==> config.mk <==
export PLATFORM = sky130hd
export DESIGN_NAME = depth_colormap_minmax_normalizer
export DESIGN_NICKNAME = d
export VERILOG_FILES = /design/src/rtl/dcmn_pkg.sv /design/src/rtl/depth_colormap_minmax_normalizer.sv /design/src/rtl/dcmn_front.sv /design/src/rtl/dcmn_queue.sv /design/src/rtl/dcmn_back.sv
export SDC_FILE = /design/constraint.sdc
export NUM_CORES = 1
export LEC_CHECK = 0
export ABC_CLOCK_PERIOD_IN_PS = 8600
export BUFFER_PORTS_ARGS = -buffer_cell sky130_fd_sc_hd__clkbuf_2
export CORE_MARGIN = 2
export CORE_UTILIZATION = 55
export CTS_CLUSTER_DIAMETER = 150
export DETAILED_ROUTE_END_ITERATION = 8
export PLACE_DENSITY = 0.72
export SETUP_SLACK_MARGIN = 0.3
export SLEW_MARGIN = 40
export SYNTH_ARGS = -nofsm -noshare
export SYNTH_HDL_FRONTEND = slang
export SYNTH_SLANG_ARGS = --single-unit
==> constraint.sdc <==
create_clock -name clk -period 8.6 [get_ports clk]
set_input_delay 0.86 -clock clk [delete_from_list [all_inputs] [get_ports clk]]
set_output_delay 0.86 -clock clk [all_outputs]
set_load 0.005 [all_outputs]
==> src/rtl/dcmn_pkg.sv <==
// Shared types and constants for the depth colormap normalizer.
`timescale 1ns / 1ps
`default_nettype none
package dcmn_pkg;

  localparam int unsigned DepthW = 16;
  localparam int unsigned FixW   = 17;  // Q1.16, 1.0 = 65536
  localparam int unsigned ByteW  = 8;

  localparam logic [FixW-1:0]  FixOne     = 17'd65536;
  localparam logic signed [19:0] FixOneHalf = 20'sd98304;
  localparam logic signed [19:0] FixTwo     = 20'sd131072;
  localparam logic [DepthW-1:0] DepthMinReset = 16'hFFFF;
  localparam logic [DepthW-1:0] DepthMaxReset = 16'h0000;

  typedef enum logic [1:0] {
    ACT_CLEAR    = 2'd0,
    ACT_MEASURE  = 2'd1,
    ACT_COLORIZE = 2'd2,
    ACT_NONE     = 2'd3
  } action_t;

  // How the back end derives n for one colorize job.
  typedef enum logic [1:0] {
    JOB_BLACK  = 2'd0,  // black pixel
    JOB_LOW    = 2'd1,  // n = 0
    JOB_HIGH   = 2'd2,  // n = 1
    JOB_DIVIDE = 2'd3   // n = (diff << 16) / range, diff < range
  } job_mode_t;

  typedef struct packed {
    job_mode_t         mode;
    logic [DepthW-1:0] diff;
    logic [DepthW-1:0] range;
  } job_t;

  function automatic logic [FixW-1:0] clamp_unit(input logic signed [19:0] t);
    logic [FixW-1:0] res;
    if (t < 0) begin
      res = '0;
    end else if (t > $signed({3'b000, FixOne})) begin
      res = FixOne;
    end else begin
      res = t[FixW-1:0];
    end
    return res;
  endfunction

  function automatic logic [ByteW-1:0] to_byte(input logic [FixW-1:0] t);
    logic [24:0] prod;
    prod = ({8'd0, t} << 8) - {8'd0, t} + 25'd32768;
    return prod[23:16];
  endfunction

endpackage
`default_nettype wire

==> src/rtl/depth_colormap_minmax_normalizer.sv <==
// Top level of the depth colormap normalizer.
`timescale 1ns / 1ps
`default_nettype none
// Colorizes 16-bit depth samples with a jet-like palette after min/max
// normalization. Stream a clear item, then the frame as measure items, then
// the frame again as colorize items; each colorize item yields one RGB pixel,
// clear and measure items yield nothing. Clear and measure items are taken
// one per clock while full is low. A colorize item that needs a real
// division passes the bit-serial divider, then the palette mapping; items
// that resolve to black, zero or full scale skip the divider. A two-entry
// job queue lets the front keep taking items while the back end is
// dividing; full rises once that queue holds two colorize jobs.
module depth_colormap_minmax_normalizer (
  input  wire logic                        clk,
  input  wire logic                        rst_n,
  input  wire logic                        push,
  output logic                             full,
  input  wire logic [1:0]                  in_action,
  input  wire logic [dcmn_pkg::DepthW-1:0] in_depth,
  output logic                             empty,
  input  wire logic                        pop,
  output logic [dcmn_pkg::ByteW-1:0]       out_red,
  output logic [dcmn_pkg::ByteW-1:0]       out_green,
  output logic [dcmn_pkg::ByteW-1:0]       out_blue
);

  logic           accept;
  logic           job_push;
  dcmn_pkg::job_t job_in;
  dcmn_pkg::job_t job_out;
  logic           q_full;
  logic           q_empty;
  logic           q_pop;

  // Take any item while the job queue has room.
  assign full   = q_full;
  assign accept = push && !q_full;

  dcmn_front u_front (
    .clk      (clk),
    .rst_n    (rst_n),
    .accept   (accept),
    .action   (in_action),
    .depth    (in_depth),
    .job_push (job_push),
    .job      (job_in)
  );

  dcmn_queue u_queue (
    .clk     (clk),
    .rst_n   (rst_n),
    .wr_en   (job_push),
    .wr_job  (job_in),
    .q_full  (q_full),
    .rd_en   (q_pop),
    .rd_job  (job_out),
    .q_empty (q_empty)
  );

  dcmn_back u_back (
    .clk     (clk),
    .rst_n   (rst_n),
    .q_empty (q_empty),
    .job     (job_out),
    .q_pop   (q_pop),
    .pop     (pop),
    .empty   (empty),
    .red     (out_red),
    .green   (out_green),
    .blue    (out_blue)
  );

  // Never write into a full queue.
  assert property (@(posedge clk) disable iff (!rst_n) !(job_push && q_full))
    else $error("job queue overflow");

  // Never take a job from an empty queue.
  assert property (@(posedge clk) disable iff (!rst_n) !(q_pop && q_empty))
    else $error("job queue underflow");

  // A waiting pixel that is not taken stays put.
  assert property (@(posedge clk) disable iff (!rst_n)
    (!empty && !pop) |=> (!empty && $stable(out_red) && $stable(out_green)
                          && $stable(out_blue)))
    else $error("pending pixel lost or changed");

endmodule
`default_nettype wire

==> src/rtl/dcmn_front.sv <==
// Front end: min/max statistics and classification of colorize items.
`timescale 1ns / 1ps
`default_nettype none
module dcmn_front (
  input  wire logic                        clk,
  input  wire logic                        rst_n,
  input  wire logic                        accept,
  input  wire logic [1:0]                  action,
  input  wire logic [dcmn_pkg::DepthW-1:0] depth,
  output logic                             job_push,
  output dcmn_pkg::job_t                   job
);

  logic [dcmn_pkg::DepthW-1:0] min_r, min_nxt;
  logic [dcmn_pkg::DepthW-1:0] max_r, max_nxt;
  logic [dcmn_pkg::DepthW-1:0] range;
  logic [dcmn_pkg::DepthW-1:0] diff;

  always_comb begin
    min_nxt = min_r;
    max_nxt = max_r;
    if (accept) begin
      case (dcmn_pkg::action_t'(action))
        dcmn_pkg::ACT_CLEAR: begin
          min_nxt = dcmn_pkg::DepthMinReset;
          max_nxt = dcmn_pkg::DepthMaxReset;
        end
        dcmn_pkg::ACT_MEASURE: begin
          if (depth != '0) begin
            if (depth < min_r) min_nxt = depth;
            if (depth > max_r) max_nxt = depth;
          end
        end
        default: ;
      endcase
    end
  end

  always_ff @(posedge clk) begin
    if (!rst_n) begin
      min_r <= dcmn_pkg::DepthMinReset;
      max_r <= dcmn_pkg::DepthMaxReset;
    end else begin
      min_r <= min_nxt;
      max_r <= max_nxt;
    end
  end

  // Classify against the statistics as they stand before this item.
  assign range = (max_r > min_r) ? (max_r - min_r) : dcmn_pkg::DepthW'(1);
  assign diff  = depth - min_r;

  always_comb begin
    job.diff  = diff;
    job.range = range;
    if (depth == '0 || max_r == '0) begin
      job.mode = dcmn_pkg::JOB_BLACK;
    end else if (depth <= min_r) begin
      job.mode = dcmn_pkg::JOB_LOW;
    end else if (diff >= range) begin
      job.mode = dcmn_pkg::JOB_HIGH;
    end else begin
      job.mode = dcmn_pkg::JOB_DIVIDE;
    end
  end

  assign job_push = accept && (dcmn_pkg::action_t'(action) == dcmn_pkg::ACT_COLORIZE);

endmodule
`default_nettype wire

==> src/rtl/dcmn_queue.sv <==
// Two-entry job queue between front and back end.
`timescale 1ns / 1ps
`default_nettype none
module dcmn_queue (
  input  wire logic           clk,
  input  wire logic           rst_n,
  input  wire logic           wr_en,
  input  wire dcmn_pkg::job_t wr_job,
  output logic                q_full,
  input  wire logic           rd_en,
  output dcmn_pkg::job_t      rd_job,
  output logic                q_empty
);

  dcmn_pkg::job_t mem_r [2];
  logic       wr_ptr_r;
  logic       rd_ptr_r;
  logic [1:0] count_r;

  always_ff @(posedge clk) begin
    if (wr_en) mem_r[wr_ptr_r] <= wr_job;
  end

  always_ff @(posedge clk) begin
    if (!rst_n) begin
      wr_ptr_r <= 1'b0;
      rd_ptr_r <= 1'b0;
      count_r  <= 2'd0;
    end else begin
      if (wr_en) wr_ptr_r <= ~wr_ptr_r;
      if (rd_en) rd_ptr_r <= ~rd_ptr_r;
      count_r <= count_r + {1'b0, wr_en} - {1'b0, rd_en};
    end
  end

  assign rd_job  = mem_r[rd_ptr_r];
  assign q_full  = count_r[1];
  assign q_empty = (count_r == 2'd0);

endmodule
`default_nettype wire

==> src/rtl/dcmn_back.sv <==
// Back end: serial divider for n, palette mapping and result register.
`timescale 1ns / 1ps
`default_nettype none
module dcmn_back (
  input  wire logic                       clk,
  input  wire logic                       rst_n,
  input  wire logic                       q_empty,
  input  wire dcmn_pkg::job_t             job,
  output logic                            q_pop,
  input  wire logic                       pop,
  output logic                            empty,
  output logic [dcmn_pkg::ByteW-1:0]      red,
  output logic [dcmn_pkg::ByteW-1:0]      green,
  output logic [dcmn_pkg::ByteW-1:0]      blue
);

  typedef enum logic [1:0] {
    ST_IDLE,
    ST_DIV,
    ST_MAP
  } state_t;

  state_t                       state_r;
  logic [dcmn_pkg::DepthW-1:0]  rem_r;
  logic [dcmn_pkg::DepthW-1:0]  range_r;
  logic [dcmn_pkg::DepthW-1:0]  quo_r;
  logic [3:0]                   step_r;
  logic [dcmn_pkg::FixW-1:0]    n_r;
  logic                         black_r;
  logic                         out_valid_r;
  logic [dcmn_pkg::ByteW-1:0]   red_r, green_r, blue_r;

  logic [dcmn_pkg::DepthW:0]    trial;
  logic [dcmn_pkg::DepthW:0]    trial_sub;
  logic                         fits;
  logic                         slot_free;
  logic                         load_px;
  logic signed [19:0]           s;
  logic signed [19:0]           mid_gap;
  logic signed [19:0]           mid_gap_abs;

  assign trial     = {rem_r, 1'b0};
  assign trial_sub = trial - {1'b0, range_r};
  assign fits      = trial >= {1'b0, range_r};
  assign slot_free = !out_valid_r || pop;
  assign load_px   = (state_r == ST_MAP) && slot_free;
  assign q_pop     = (state_r == ST_IDLE) && !q_empty;

  assign s           = $signed({1'b0, n_r, 2'b00});
  assign mid_gap     = s - dcmn_pkg::FixTwo;
  assign mid_gap_abs = (mid_gap < 0) ? -mid_gap : mid_gap;

  always_ff @(posedge clk) begin
    if (!rst_n) begin
      state_r     <= ST_IDLE;
      out_valid_r <= 1'b0;
    end else begin
      if (load_px) begin
        out_valid_r <= 1'b1;
      end else if (pop) begin
        out_valid_r <= 1'b0;
      end
      case (state_r)
        ST_IDLE: begin
          if (!q_empty) begin
            rem_r   <= job.diff;
            range_r <= job.range;
            step_r  <= '0;
            black_r <= (job.mode == dcmn_pkg::JOB_BLACK);
            n_r     <= (job.mode == dcmn_pkg::JOB_HIGH) ? dcmn_pkg::FixOne : '0;
            state_r <= (job.mode == dcmn_pkg::JOB_DIVIDE) ? ST_DIV : ST_MAP;
          end
        end
        ST_DIV: begin
          // One quotient bit per cycle, restoring.
          rem_r  <= fits ? trial_sub[dcmn_pkg::DepthW-1:0] : trial[dcmn_pkg::DepthW-1:0];
          quo_r  <= {quo_r[dcmn_pkg::DepthW-2:0], fits};
          step_r <= step_r + 4'd1;
          if (step_r == 4'd15) begin
            n_r     <= {1'b0, quo_r[dcmn_pkg::DepthW-2:0], fits};
            state_r <= ST_MAP;
          end
        end
        ST_MAP: begin
          if (slot_free) begin
            if (black_r) begin
              red_r   <= '0;
              green_r <= '0;
              blue_r  <= '0;
            end else begin
              red_r   <= dcmn_pkg::to_byte(dcmn_pkg::clamp_unit(s - dcmn_pkg::FixOneHalf));
              green_r <= dcmn_pkg::to_byte(
                           dcmn_pkg::clamp_unit(dcmn_pkg::FixOneHalf - mid_gap_abs));
              blue_r  <= dcmn_pkg::to_byte(dcmn_pkg::clamp_unit(dcmn_pkg::FixOneHalf - s));
            end
            state_r <= ST_IDLE;
          end
        end
        default: state_r <= ST_IDLE;
      endcase
    end
  end

  assign empty = !out_valid_r;
  assign red   = red_r;
  assign green = green_r;
  assign blue  = blue_r;

endmodule
`default_nettype wire

**Word-level counts from Yosys, hierarchy flattened**

Memory sizes are Yosys's and may differ from the RTL's. A register that Yosys moved wholly into a read port is not among the register bits.
Index checks and enable logic that the tools add are counted.

- Add/subtract/negate cells: 17
- Multipliers: 0
- Divide/modulo/power cells: 0
- Magnitude comparators: 13
- Eq/ne operators: 13
- Shift operators: 0
- Multiplexer cells: 49
- Bitwise gates (word level): 3
- Reductions and logical operators: 27

Operators with widths:

| cell | number |
|---|---|
| $mux 17 | 21 |
| $mux 16 | 7 |
| $pmux 16 s2 | 3 |
| $lt 20x1->1 const B | 4 |
| $add 24x16->24 const B | 3 |
| $sub 24x17->24 | 3 |
| $gt 20x18->1 const B | 3 |
| $sub 16x16->16 | 3 |
| $pmux 17 s2 | 1 |
| $gt 16x16->1 | 2 |
| $logic_not 16->1 | 2 |
| $mux 20 | 1 |
| $neg 20->20 | 1 |
| $sub 17x19->20 const A | 1 |
| $sub 18x20->20 const A | 1 |
| $sub 19x17->20 const B | 1 |
| $sub 19x18->20 const B | 1 |
| $ge 17x16->1 | 1 |
| $ge 16x16->1 | 1 |
| $le 16x16->1 | 1 |
| $lt 16x16->1 | 1 |
| $reduce_bool 16->1 | 1 |
| $mux 2 | 6 |
| $reduce_and 3->1 | 4 |
| 20 further kinds | 49 |

- Register bits after elaboration: 132
- Bits in latches: 0
- RAM bits: 68
- Memory bits (read-only): 0
- Input bits: 22
- Output and inout bits: 26
- Logic and storage cells: 139
- Memories: 1

Memories:

| name | depth | bits a word | rd ports | clocked after memory_dff | wr ports | line | RTL |
|---|---|---|---|---|---|---|---|
| u_queue.mem_r | 2 | 34 | 1 | 1 | 1 | dcmn_queue.sv:15 | `dcmn_pkg::job_t mem_r [2];` |

**Logic depth before layout (Yosys ltp)**

Gate-level depths: netlist of run 1.

- Depth in word-level cells: 13
- Mapped depth: 30
- Mapped depth without buffers: 29

**Hierarchy**

Synthesis of run 1 repeated with hierarchy kept, for this count alone.

- Cell total of the unflattened synthesis: 1476
- Area, all modules: 14513.9 sq um

Modules (own cells, without submodules):

| module | instances | cells each | area an instance (sq um) | sequential area each (sq um) |
|---|---|---|---|---|
| dcmn_back | 1 | 873 | 7921.3 | 2852.7 |
| dcmn_front | 1 | 476 | 3751.1 | 640.6 |
| dcmn_queue | 1 | 126 | 2827.7 | 2142.1 |
| depth_colormap_minmax_normalizer | 1 | 1 | 13.8 | 0.0 |

**Worst setup path before layout of run 1**

Ideal clock, no wire load.

- Path type: flip-flop to flip-flop
- Start: register u_back.n_r[0] (netlist name)
- End: register u_back.green_r (netlist bit u_back.green[3]), data pin
- Setup time: 266 ps
- Data arrival time: 5467 ps
- Required time: 8334 ps
- Path slack: 2867 ps
- Cell stages (with the launch flop): 26
- Path buffers: 3
- Clock period less this slack: 5733 ps
- Cells stage by stage: edfxtp_1 -> buf_4 -> inv_1 -> ha_1 -> buf_2 -> or4b_4 -> o21ai_2 -> xnor2_1 -> a211o_1 -> or3_1 -> a211oi_1 -> o2111ai_1 -> a22o_1 -> clkbuf_1 -> or2_2 -> ha_1 -> ha_1 -> nor2b_1 -> o21ai_0 -> nand2b_1 -> a21oi_1 -> nand2_1 -> o21a_1 -> or4_4 -> a21oi_1 -> nor3_2

- Longest elaborated chain between the ends: 13
- Elaborated cells between the ends (all ways): 15
- Those cells by class: add/sub (5); order compare (3); mux (7)

RTL lines:

| element | line | RTL |
|---|---|---|
| from (decl) | dcmn_back.sv:28 | `logic [dcmn_pkg::FixW-1:0] n_r;` |
| from (signal assigned) | dcmn_back.sv:70 | `n_r <= (job.mode == dcmn_pkg::JOB_HIGH) ? dcmn_pkg::FixOne : '0;` |
| from (signal assigned) | dcmn_back.sv:80 | `n_r <= {1'b0, quo_r[dcmn_pkg::DepthW-2:0], fits};` |
| $sub 19x18->20 * | dcmn_back.sv:50 | `assign mid_gap = s - dcmn_pkg::FixTwo;` |
| $neg 20->20 or $lt 20x1->1 (tied branches) | dcmn_back.sv:51 | `assign mid_gap_abs = (mid_gap < 0) ? -mid_gap : mid_gap;` |
| $mux 20 * | dcmn_back.sv:51 |  |
| $sub 18x20->20 * | dcmn_back.sv:93 | `dcmn_pkg::clamp_unit(dcmn_pkg::FixOneHalf - mid_gap_abs));` |
| $gt 20x18->1 | dcmn_pkg.sv:41 | `end else if (t > $signed({3'b000, FixOne})) begin` |
| $mux 17 | dcmn_pkg.sv:41 |  |
| $mux 17 * | dcmn_pkg.sv:39 | `if (t < 0) begin` |
| $mux 17 * | dcmn_back.sv:86 | `if (black_r) begin` |
| $mux 17 * | dcmn_back.sv:85 | `if (slot_free) begin` |
| $mux 17 * | dcmn_back.sv:63 | `case (state_r)` |
| $mux 17 * | dcmn_back.sv:54 | `if (!rst_n) begin` |
| $sub 24x17->24 * | dcmn_pkg.sv:51 | `prod = ({8'd0, t} << 8) - {8'd0, t} + 25'd32768;` |
| $add 24x16->24 * | dcmn_pkg.sv:51 |  |
| to (signal assigned) | dcmn_back.sv:92 | `green_r <= dcmn_pkg::to_byte(` |
| to (decl) | dcmn_back.sv:31 | `logic [dcmn_pkg::ByteW-1:0] red_r, green_r, blue_r;` |

Mark *: on every way between the ends. The rest lies on a longest branch, timed or not. The select of a mux whose other input is x is not followed.
A chain may end at the register's enable or synchronous reset.

**Final worst setup path of run 1**

- Start: register u_back.n_r[0] (netlist name)
- End: register u_back.blue_r (netlist bit u_back.blue[7]), data pin

- Longest elaborated chain between the ends: 10
- Elaborated cells between the ends (all ways): 11
- Those cells by class: add/sub (3); order compare (2); mux (6)

RTL lines:

| element | line | RTL |
|---|---|---|
| $sub 17x19->20 * | dcmn_back.sv:94 | `blue_r <= dcmn_pkg::to_byte(dcmn_pkg::clamp_unit(dcmn_pkg::FixOneHalf - s));` |
| $gt 20x18->1 | dcmn_pkg.sv:41 |  |
| $mux 17 | dcmn_pkg.sv:41 |  |
| $mux 17 * | dcmn_pkg.sv:39 |  |
| $mux 17 * | dcmn_back.sv:86 |  |
| $mux 17 * | dcmn_back.sv:85 |  |
| $mux 17 * | dcmn_back.sv:63 |  |
| $mux 17 * | dcmn_back.sv:54 |  |
| $sub 24x17->24 * | dcmn_pkg.sv:51 |  |
| $add 24x16->24 * | dcmn_pkg.sv:51 |  |
| to (signal assigned) | dcmn_back.sv:94 |  |
| to (decl) | dcmn_back.sv:31 |  |

Marked as above.

==> reports/qor.csv, run 1 <==
stage;metric;value;unit
status;outcome;completed;
worst_setup_path;worst endpoint data arrival time;6970;ps
sta;final worst slack;1890;ps
routing;Met1 Wirelength;15.5;mm
sta;clock skew;9.12;ps
synth;syn avg cell area;9.50;sq um
global_routing;grt total ovfl;0;
synth;most frequent cells after synthesis;edfxtp_1, ha_1, nor2_1;
worst_setup_path;crit path capture type;flip-flop;
global_routing;initial antenna violation count;0;
routing;Post-Route WL;31.2;mm
clocking;CTS buffer count;23;
routing;DR WL/cell;16.7;um
sta;RSZ-0062 raised after global routing;no;
routing;DR iter-0 viols;939;
place;PortBufs;47;
finish;synth-to-layout area growth;8.55;%
synth;area leader, netlist;edfxtp_1;
finish;ratio of cells with drive above 1 in the final layout;0.0950;
global_routing;first-pass GRT wire length;51.4;mm
die;Die Ht;165;um
global_routing;pin count of the biggest net entering global routing;45;
sta;fmax;0.149;GHz
synth;#FFs+latches synth;201;
place;Post-Place Cells;1825;
die;core area;25300;sq um
synth;Synth Cell Area;14300;sq um
clocking;clock network latency to the later pin of the worst-skew pair;500;ps
synth;Syn Inst Count;1502;
finish;diodes inserted;0;
synth;ys async rst share;0;
worst_setup_path;WP buf/inv;1;
worst_setup_path;Worst setup SP type;flip-flop;
synth;top cell type's share of synthesized area;0.339;
sta;Setup TNS;0;ps
worst_setup_path;Worst Path Max Fanout;11;
pwr;pwr/cell area;249;nW/um^2
sta;Slew Limit Fails;0;
place;Setup WS pre-CTS;2000;ps
routing;top routing layer in use;met4;
die;Die Span X;165;um
routing;First-pass DRT Iterations;5;
sta;final cycle utilization of the critical path;0.781;
clocking;CTS Buffer Depth;3;
synth;main flop type after synthesis;edfxtp_1;
worst_setup_path;crit-path max cell delay;580;ps
routing;metal2 WL;13.3;mm
die;Die Area;27200;sq um
clocking;setup bufs post-CTS;0;
pwr;switching share of power;0.372;
clocking;H-tree levels;1;
worst_setup_path;crit path kind;flip-flop to flip-flop;
clocking;cts hold-fix bufs;0;
worst_setup_path;WP data required;8850;ps
worst_setup_path;delay-heaviest family, CP;compound AO/OA/AOI/OAI gates;
sta;Hold Slack;443;ps
synth;Netlist cell types;84;
pwr;leakage power;0.00635;uW
worst_setup_path;CP dominant cell by count;ha_1;
flow_run;max-cap violations;0;
clocking;Clock Sinks;201;
sta;Worst-Margin Slew;753;ps
clocking;CTS tree;done;
synth;Yosys Warn Count;0;
routing;routed vias;10900;
pwr;clock group share of total power;0.240;
pwr;peak supply drop;0.000178;V
worst_setup_path;Critical-path top delay cell;nor2b_1;
synth;Syn Nets;1674;
sta;worst rel slew slack;0.498;
min_path;HP Class;flip-flop to flip-flop;
sta;endpoints failing hold;0;
die;number of I/O pins;48;
pwr;P_int;2420;uW
synth;Post-synth EDFFs;161;
worst_setup_path;critical-path cell list;inv_1 > ha_1 > nor2b_1 > and3_1 > or4b_4 > a2bb2oi_1 > o41a_1 > nor2_1 > nand2_1 > ha_1 > ha_1 > a21o_1 > a21oi_1 > o21ai_0 > a21oi_1 > a21bo_1 > a41o_1 > o41a_1 > a21oi_2 > xor2_1 > nor2_1;
clocking;root buffer cell;clkbuf_16;
routing;Via density;5.86;
sta;Setup violations, final;0;
clocking;Clk pin slew, worst setup/hold paths;60;ps
synth;Area contributors post-synth;edfxtp_1, ha_1, dfxtp_1, xnor2_1, nor2_1;
routing;Met3 Routed Length;2.03;mm
global_routing;GRT Total Usage;0.233;
sta;clock period minus worst slack;6710;ps
place;RePlAce Congestion;0.946;
global_routing;number of global-route vias before repair;10300;
finish;fin cells;1867;
die;initial core utilization;0.563;
pwr;Switch Pwr;1430;uW
pwr;Comb pwr share;0.400;
routing;# DRC;0;
synth;count leader, synth;edfxtp_1;
routing;post-route ant nets;0;
clocking;post_cts resized;0;
die;standard-cell row count;58;
finish;Layout Nets;1692;
place;DP HPWL;23.5;mm
finish;Fillers;2100;
pwr;Seq pwr share;0.359;
synth;sequential cell area fraction in the yosys report;0.395;
[worst paths after layout]
path                               startpoint                      endpoint  slack, ps  cells past startpoint
setup / recovery  u_back.n_r[0]$_SDFFCE_PN0P_  u_back.blue[7]$_SDFFCE_PP0P_       1890                     21
setup reg to reg  u_back.n_r[0]$_SDFFCE_PN0P_  u_back.blue[7]$_SDFFCE_PP0P_       1890                     21
hold / removal     u_back.quo_r[13]$_DFFE_PP_    u_back.quo_r[14]$_DFFE_PP_        440                      0
hold reg to reg    u_back.quo_r[13]$_DFFE_PP_    u_back.quo_r[14]$_DFFE_PP_        440                      0
[worst register-to-register path, cell delays in order, from the launching register on]
cell       delay, ps
edfxtp_1         530
inv_1            250
ha_1             380
nor2b_1          580
and3_1           320
or4b_4           500
a2bb2oi_1        150
o41a_1           470
nor2_1           560
nand2_1          190
ha_1             350
ha_1             330
a21o_1           180
a21oi_1          120
o21ai_0          130
a21oi_1          160
a21bo_1          250
a41o_1           290
o41a_1           370
a21oi_2          160
xor2_1           150
nor2_1            50
[power groups by stage]
stage	clock (uW)	combinational [uW]	sequential, uW
3_3_place_gp	0	1490	1400
4_1_cts	945	1530	1380
5_1_grt	981	1730	1400
6_report	927	1540	1380
3_5_place_dp	0	1520	1400
2_1_floorplan	0	1250	1300
[logic make-up after synthesis]
| group | after synthesis | share of synthesized area |
|---|---|---|
| mux | 37 | 0.0276 |
| xor+xnor | 88 | 0.0540 |
| flops | 201 | 0.395 |
| simple gates | 533 | 0.196 |
| compound gates | 312 | 0.145 |
| buf+inv | 181 | 0.0495 |
| fa+ha+maj | 150 | 0.133 |
[layout make-up]
class	count	area (sq um)	area share
multi-input combinational	1120	7960	0.514
sequential	201	5640	0.364
clock buffer	24	579	0.0374
inverter	118	443	0.0286
tap	330	413	0.0267
timing repair buffer	56	307	0.0198
clock inverter	18	145	0.00937
[registers in the layout, indices dropped and copies added (netlist names), 2 cells and up, named ones only]
| register | flops |
|---|---|
| u_back.n_r | 17 |
| u_back.quo_r | 15 |
| u_back.rem_r | 16 |
| u_back.step_r | 4 |
| u_back.state_r | 2 |
| u_back.green | 8 |
| u_back.range_r | 16 |
| u_front.max_r | 16 |
| u_front.min_r | 16 |
| u_back.blue | 8 |
| u_queue.count_r | 2 |
| u_back.red | 8 |
| u_queue.mem_r | 68 |
[stage by stage]
stage / util / area [sq um] / power, uW
6_report: 0.612 / 15500 / 3850
4_1_cts: 0.611 / 15500 / 3860
3_3_place_gp: 0.582 / 14700 / 2890
3_5_place_dp: 0.583 / 14800 / 2920
2_1_floorplan: - / 14300 / 2550
5_1_grt: 0.612 / 15500 / 4110
[layer usage]
layer | GRT usage | vias up
met5 | 0 | -
met4 | 0.0391 | 0
met3 | 0.0355 | 29
met2 | 0.359 | 316
met1 | 0.354 | 5142
li1 | - | 5458
[layout by cell type, fill, tap and decap left out, drive strengths merged, types with 26 or more instances in the layout]
cell,Yosys,layout
edfxtp,161,161
nor2,121,121
nor3,45,45
nand4,26,26
nand3,40,40
o21ai,67,67
a21boi,26,26
nand2,104,104
a21oi,82,82
dfxtp,40,40
nand2b,40,40
and2,46,46
clkbuf,46,71
inv,116,120
ha,147,147
nor2b,27,27
xnor2,64,64
No activity file was read; power rests on OpenSTA's default activity.
==> inputs of run 2 (changes only) <==
ABC_CLOCK_PERIOD_IN_PS = 6450   (was 8600)
clock period = 6.45 ns   (was 8.6 ns; I/O delays follow)
==> reports/qor.csv, run 2 (synthesis gave the netlist of run 1 again) <==
stage;metric;value;unit
pwr;peak supply drop;0.000218;V
finish;most common cell after layout, fill and taps aside;edfxtp_1;
worst_setup_path;Critical-path top delay cell;edfxtp_1;
die;Die Ht;165;um
clocking;CTS tree;done;
finish;max FFs per register;68;
place;DP HPWL;25.3;mm
routing;Via density;5.87;
finish;ratio of cells with drive above 1 in the final layout;0.115;
routing;metal2 WL;13.8;mm
finish;diodes inserted;0;
worst_setup_path;Worst setup SP type;flip-flop;
worst_setup_path;worst endpoint data arrival time;6080;ps
min_path;HP Class;input port to flip-flop;
clocking;Clock Sinks;201;
finish;synth-to-layout area growth;10.6;%
finish;most frequent cells in the layout;edfxtp_1, ha_1, nor2_1, inv_1, nand2_1;
global_routing;pin count of the biggest net entering global routing;45;
worst_setup_path;critical-path cell list;or4b_4 > o21ai_2 > xnor2_1 > a211o_1 > or3_1 > a211oi_1 > o2111ai_1 > a22o_1 > or2_2 > ha_1 > ha_1 > nor2b_1 > o21ai_0 > nand2b_1 > a21oi_2 > nand2_1 > o21a_1 > or4_4 > a21oi_1 > nor3_2;
routing;post-route ant nets;0;
die;number of I/O pins;48;
clocking;Clk pin slew, worst setup/hold paths;60;ps
die;Die Span X;165;um
global_routing;GRT Total Usage;0.248;
place;PortBufs;47;
sta;clock period minus worst slack;5830;ps
routing;Met1 Wirelength;16.7;mm
routing;top routing layer in use;met5;
routing;DR WL/cell;17.5;um
sta;clock skew;16.4;ps
place;RePlAce Congestion;0.967;
routing;First-pass DRT Iterations;5;
worst_setup_path;crit path capture type;flip-flop;
die;Die Area;27200;sq um
routing;# DRC;0;
finish;Largest regs;u_queue.mem_r: 68 flops, u_back.n_r: 17 flops;
clocking;root buffer cell;clkbuf_16;
pwr;leakage power;0.00649;uW
sta;final cycle utilization of the critical path;0.904;
sta;endpoints failing hold;0;
clocking;CTS buffer count;23;
place;Post-Place Cells;1846;
sta;Setup TNS;0;ps
worst_setup_path;Worst Path Max Fanout;15;
finish;Fillers;2087;
clocking;H-tree levels;1;
die;standard-cell row count;58;
sta;final worst slack;616;ps
global_routing;initial antenna violation count;1;
routing;routed vias;11100;
pwr;pwr/cell area;335;nW/um^2
worst_setup_path;crit path kind;flip-flop to flip-flop;
sta;worst rel slew slack;0.515;
routing;Post-Route WL;33.3;mm
die;core area;25300;sq um
global_routing;number of global-route vias before repair;10300;
clocking;CTS Buffer Depth;3;
clocking;clock network latency to the later pin of the worst-skew pair;520;ps
die;initial core utilization;0.563;
routing;Met3 Routed Length;2.28;mm
routing;DR iter-0 viols;943;
place;Setup WS pre-CTS;412;ps
sta;Worst-Margin Slew;728;ps
global_routing;grt total ovfl;0;
finish;Biggest register;u_queue.mem_r;
finish;fin cells;1897;
sta;RSZ-0062 raised after global routing;yes;
finish;Layout Nets;1723;
worst_setup_path;WP data required;6700;ps
sta;Setup violations, final;0;
sta;fmax;0.171;GHz
worst_setup_path;crit-path max cell delay;660;ps
flow_run;max-cap violations;0;
sta;Slew Limit Fails;0;
status;outcome;completed;
global_routing;first-pass GRT wire length;53.7;mm
worst_setup_path;CP dominant cell by count;ha_1;
run 2: cell types whose count changed in the layout (fill, tap and decap cells not counted), moves of 2 or more:
cell / before / now
clkbuf_1: 1 / 4
ha_1: 147 / 145
inv_6: 3 / 1
buf_4: 8 / 39
run 2: where the power goes:
group / switching [uW] / internal (uW) / total [uW]
combinational: 1280 / 939 / 2220
sequential: 176 / 1650 / 1830
clock: 513 / 736 / 1250
total: 1970 / 3330 / 5290
run 2: worst paths after layout:
check,end,cells past startpoint,slack (ps),from
hold reg to reg,u_back.quo_r[12]$_DFFE_PP_,0,440,u_back.quo_r[11]$_DFFE_PP_
setup / recovery,u_back.green[3]$_SDFFCE_PP0P_,20,620,u_back.n_r[7]$_SDFFCE_PN0P_
hold / removal,u_front.max_r[0]$_SDFFE_PN0P_,3,430,in_depth[0]
setup reg to reg,u_back.green[3]$_SDFFCE_PP0P_,20,620,u_back.n_r[7]$_SDFFCE_PN0P_
run 2: layer usage:
layer	global-route usage	up-vias
met5	0	-
met2	0.370	334
met3	0.0397	42
li1	-	5531
met4	0.0466	2
met1	0.381	5225
run 2: area by class of cell:
class	instances	area [sq um]	share of cell area
clock buffer	27	591	0.0374
inverter	118	443	0.0281
tap	330	413	0.0262
sequential	201	5640	0.357
timing repair buffer	87	548	0.0347
multi-input combinational	1120	8020	0.508
clock inverter	14	130	0.00825
run 2: what timing repair did:
item                       in CTS  in global routing
resized for setup               0                 13
hold buffers                    0                  0
hold endpoints to repair        0                  0
setup endpoints to repair       0                 10
buffers inserted                0                 10
run 2: metrics by stage:
| step | power [uW] | hold WS, ps | cell area (sq um) | util |
|---|---|---|---|---|
| 2_1_floorplan | 3410 | 417 | 14300 | - |
| 5_1_grt | 5640 | 441 | 15800 | 0.623 |
| 6_report | 5290 | 427 | 15800 | 0.623 |
| 3_3_place_gp | 3940 | 422 | 14900 | 0.589 |
| 3_5_place_dp | 4000 | 429 | 14900 | 0.589 |
| 4_1_cts | 5260 | 411 | 15600 | 0.618 |
run 2: worst max-delay path, delay by kind of cell, from the launching register on:
kind,cells,cell delay (ps)
and+or+nand+nor,8,2120
AOI/OAI and AO/OA,9,1970
adders and majority gates,2,630
xor gates and xnor gates,1,170
DFF,1,660
==> inputs of run 3 (changes only) <==
ABC_AREA = 1   (was unset)
CORE_UTILIZATION = 45   (was 55)
CTS_BUF_LIST = sky130_fd_sc_hd__clkbuf_8   (was unset)
PLACE_DENSITY = unset   (was 0.72)
==> reports/qor.csv, run 3 <==
stage;metric;value;unit
clocking;CTS tree;done;
finish;max FFs per register;68;
worst_setup_path;crit path capture type;flip-flop;
pwr;P_int;3320;uW
global_routing;first-pass GRT wire length;59.9;mm
pwr;peak supply drop;0.000172;V
clocking;CTS Buffer Depth;3;
worst_setup_path;reg-to-reg endpoint;u_back.green[7]$_SDFFCE_PP0P_;
synth;ys async rst share;0;
sta;Worst-Margin Slew;817;ps
worst_setup_path;Worst Path Max Fanout;19;
synth;Post-synth EDFFs;161;
finish;Fillers;3048;
sta;clock skew;20.6;ps
routing;post-route ant nets;0;
global_routing;pin count of the biggest net entering global routing;36;
worst_setup_path;flop2flop setup slack;1130;ps
worst_setup_path;r2r startpoint;u_back.n_r[15]$_SDFFCE_PN0P_;
min_path;Hold Path Depth;4;
status;outcome;completed;
synth;post-synthesis adder-cell area fraction;0.132;
pwr;clock group share of total power;0.217;
sta;RSZ-0062 raised after global routing;no;
global_routing;initial antenna violation count;0;
synth;XOR/XNOR Fraction of Synth Area;0.0267;
sta;Slew Limit Fails;0;
finish;Biggest register;u_queue.mem_r;
worst_setup_path;CP dominant cell by count;nand2_1;
place;DP HPWL;28.5;mm
place;RePlAce Congestion;0.930;
pwr;Comb pwr share;0.467;
sta;Setup violations, final;0;
worst_setup_path;crit-path max cell delay;550;ps
sta;fmax;0.188;GHz
routing;routed vias;12100;
clocking;CTS buffer count;38;
routing;DR WL/cell;16.1;um
finish;most frequent cells in the layout;nand2_1, inv_1, nor2_1, edfxtp_1, ha_1;
routing;Via density;5.28;
routing;First-pass DRT Iterations;5;
synth;sequential cell area fraction in the yosys report;0.392;
synth;#FFs+latches synth;201;
worst_setup_path;worst endpoint data arrival time;5640;ps
worst_setup_path;crit path kind;flip-flop to flip-flop;
sta;final cycle utilization of the critical path;0.824;
clocking;cts hold-fix bufs;0;
worst_setup_path;crit path from;u_back.n_r[15]$_SDFFCE_PN0P_;
sta;Setup TNS;0;ps
finish;Largest regs;u_queue.mem_r: 68 flops, u_back.n_r: 17 flops;
synth;complex-gate fraction of the synthesized area;0.137;
place;PortBufs;47;
synth;mux contribution to synthesized area;0;
die;Die Span X;183;um
clocking;Clock Sinks;201;
worst_setup_path;end of the critical path;u_back.green[7]$_SDFFCE_PP0P_;
worst_setup_path;Worst setup SP type;flip-flop;
clocking;Clk pin slew, worst setup/hold paths;60;ps
sta;final worst slack;1130;ps
flow_run;max-cap violations;0;
sta;worst rel slew slack;0.455;
global_routing;grt total ovfl;0;
finish;synth-to-layout area growth;10.5;%
synth;syn avg cell area;8.04;sq um
pwr;Seq pwr share;0.316;
synth;Syn Nets;1961;
worst_setup_path;WP data required;6770;ps
pwr;Switch Pwr;2530;uW
synth;Yosys Warn Count;0;
synth;area leader, netlist;edfxtp_1;
global_routing;GRT Total Usage;0.226;
sta;clock period minus worst slack;5320;ps
die;standard-cell row count;65;
clocking;setup bufs post-CTS;0;
finish;Finished Cell Area;15900;sq um
routing;# DRC;0;
clocking;root buffer cell;clkbuf_8;
pwr;switching share of power;0.433;
synth;simple-gate share of the synthesized area;0.230;
pwr;leakage power;0.00751;uW
synth;main flop type after synthesis;edfxtp_1;
synth;main combinational cell family by area after synthesis;simple AND/OR/NAND/NOR gates;
global_routing;number of global-route vias before repair;11800;
sta;endpoints failing hold;0;
pwr;pwr/cell area;368;nW/um^2
worst_setup_path;reg2reg path depth;31;
synth;Syn Inst Count;1789;
synth;top cell type's share of synthesized area;0.336;
finish;ratio of cells with drive above 1 in the final layout;0.102;
place;Setup WS pre-CTS;1180;ps
finish;Layout Nets;2025;
synth;Synth Cell Area;14400;sq um
synth;Area contributors post-synth;edfxtp_1, ha_1, nand2_1, inv_1, dfxtp_1;
finish;most common cell after layout, fill and taps aside;nand2_1;
clocking;H-tree levels;2;
routing;Post-Route WL;36.8;mm
synth;Netlist cell types;57;
clocking;clock network latency to the later pin of the worst-skew pair;570;ps
synth;count leader, synth;nand2_1;
die;Die Area;33400;sq um
worst_setup_path;Critical-path top delay cell;ha_1;
clocking;post_cts resized;0;
die;number of I/O pins;48;
die;Die Ht;183;um
synth;most frequent cells after synthesis;nand2_1, inv_1, nor2_1;
pwr;Tot Pwr;5850;uW
finish;diodes inserted;0;
min_path;HP Class;input port to flip-flop;
place;placed cell area;15100;sq um
routing;DR iter-0 viols;775;
die;core area;31500;sq um
sta;Hold Slack;375;ps
die;initial core utilization;0.457;
==> run 3: cell types whose count changed after synthesis, moves of 23 or more <==
cell,before,now
inv_1,116,258
a21boi_0,26,3
a21oi_1,81,132
nand2_1,104,367
and2_1,46,2
nand2b_1,40,0
o21ai_0,64,113
xnor2_1,64,15
nor2_1,121,168
nand3_1,40,89
nor2b_1,27,0
==> run 3: power groups by stage <==
stage	registers [uW]	logic [uW]	clock network, uW
CTS	1850	2750	1310
detailed placement	1880	2740	0
global placement	1870	2710	0
finish	1850	2740	1270
global route	1870	3130	1360
floorplan	1840	2050	0
==> run 3: final cells by class <==
class	count	area [sq um]	area share
timing repair buffer	61	368	0.0232
sequential	201	5640	0.355
tap	402	503	0.0317
clock buffer	38	523	0.0329
inverter	273	1020	0.0645
multi-input combinational	1278	7600	0.478
clock inverter	31	233	0.0146
==> run 3: how the worst min path moves through the flow <==
stage / slack [ps] / from / to
after global placement: 430 / u_back.quo_r[13]$_DFFE_PP_ / u_back.quo_r[14]$_DFFE_PP_
after CTS: 340 / pop / u_back.out_valid_r$_SDFFE_PN0P_
after floorplan: 430 / u_queue.rd_ptr_r$_SDFFE_PN0P_ / flip-flop
final: 370 / pop / u_back.out_valid_r$_SDFFE_PN0P_
after detailed placement: 440 / u_back.quo_r[1]$_DFFE_PP_ / u_back.quo_r[2]$_DFFE_PP_
after global routing: 390 / pop / u_back.out_valid_r$_SDFFE_PN0P_
==> run 3: worst max-delay path, delay by kind of cell, from the launching register on <==
family | cells | cell delay, ps
DFF | 1 | 480
adders and majority gates | 3 | 1160
AOI/OAI and AO/OA | 5 | 840
buffers and inverters | 5 | 700
and+or+nand+nor | 17 | 1690
xor gates and xnor gates | 1 | 210
==> run 3: kinds of logic (layout without fill, tap and decap cells) <==
logic type / count (synthesis) / count (layout)
xor+xnor: 40 / 40
buf+inv: 310 / 403
fa+ha+maj: 150 / 150
compound gates: 342 / 342
simple gates: 746 / 746
flops: 201 / 201
==> run 3: layer usage <==
metal	up-vias	part of all wire	GRT usage	wire length, um
met2	235	0.52	0.423	19000
met4	0	0.029	0.0726	1050
li1	6184	-	-	-
met1	5563	0.42	0.267	15400
met5	-	0	0	0
met3	71	0.037	0.0306	1370
==> run 3: metrics by stage <==
stage / cells / util
floorplan: 1789 / -
global placement: 2213 / 0.479
detailed placement: 2215 / 0.481
CTS: 2284 / 0.505
global route: 2284 / 0.505
finish: 2284 / 0.505
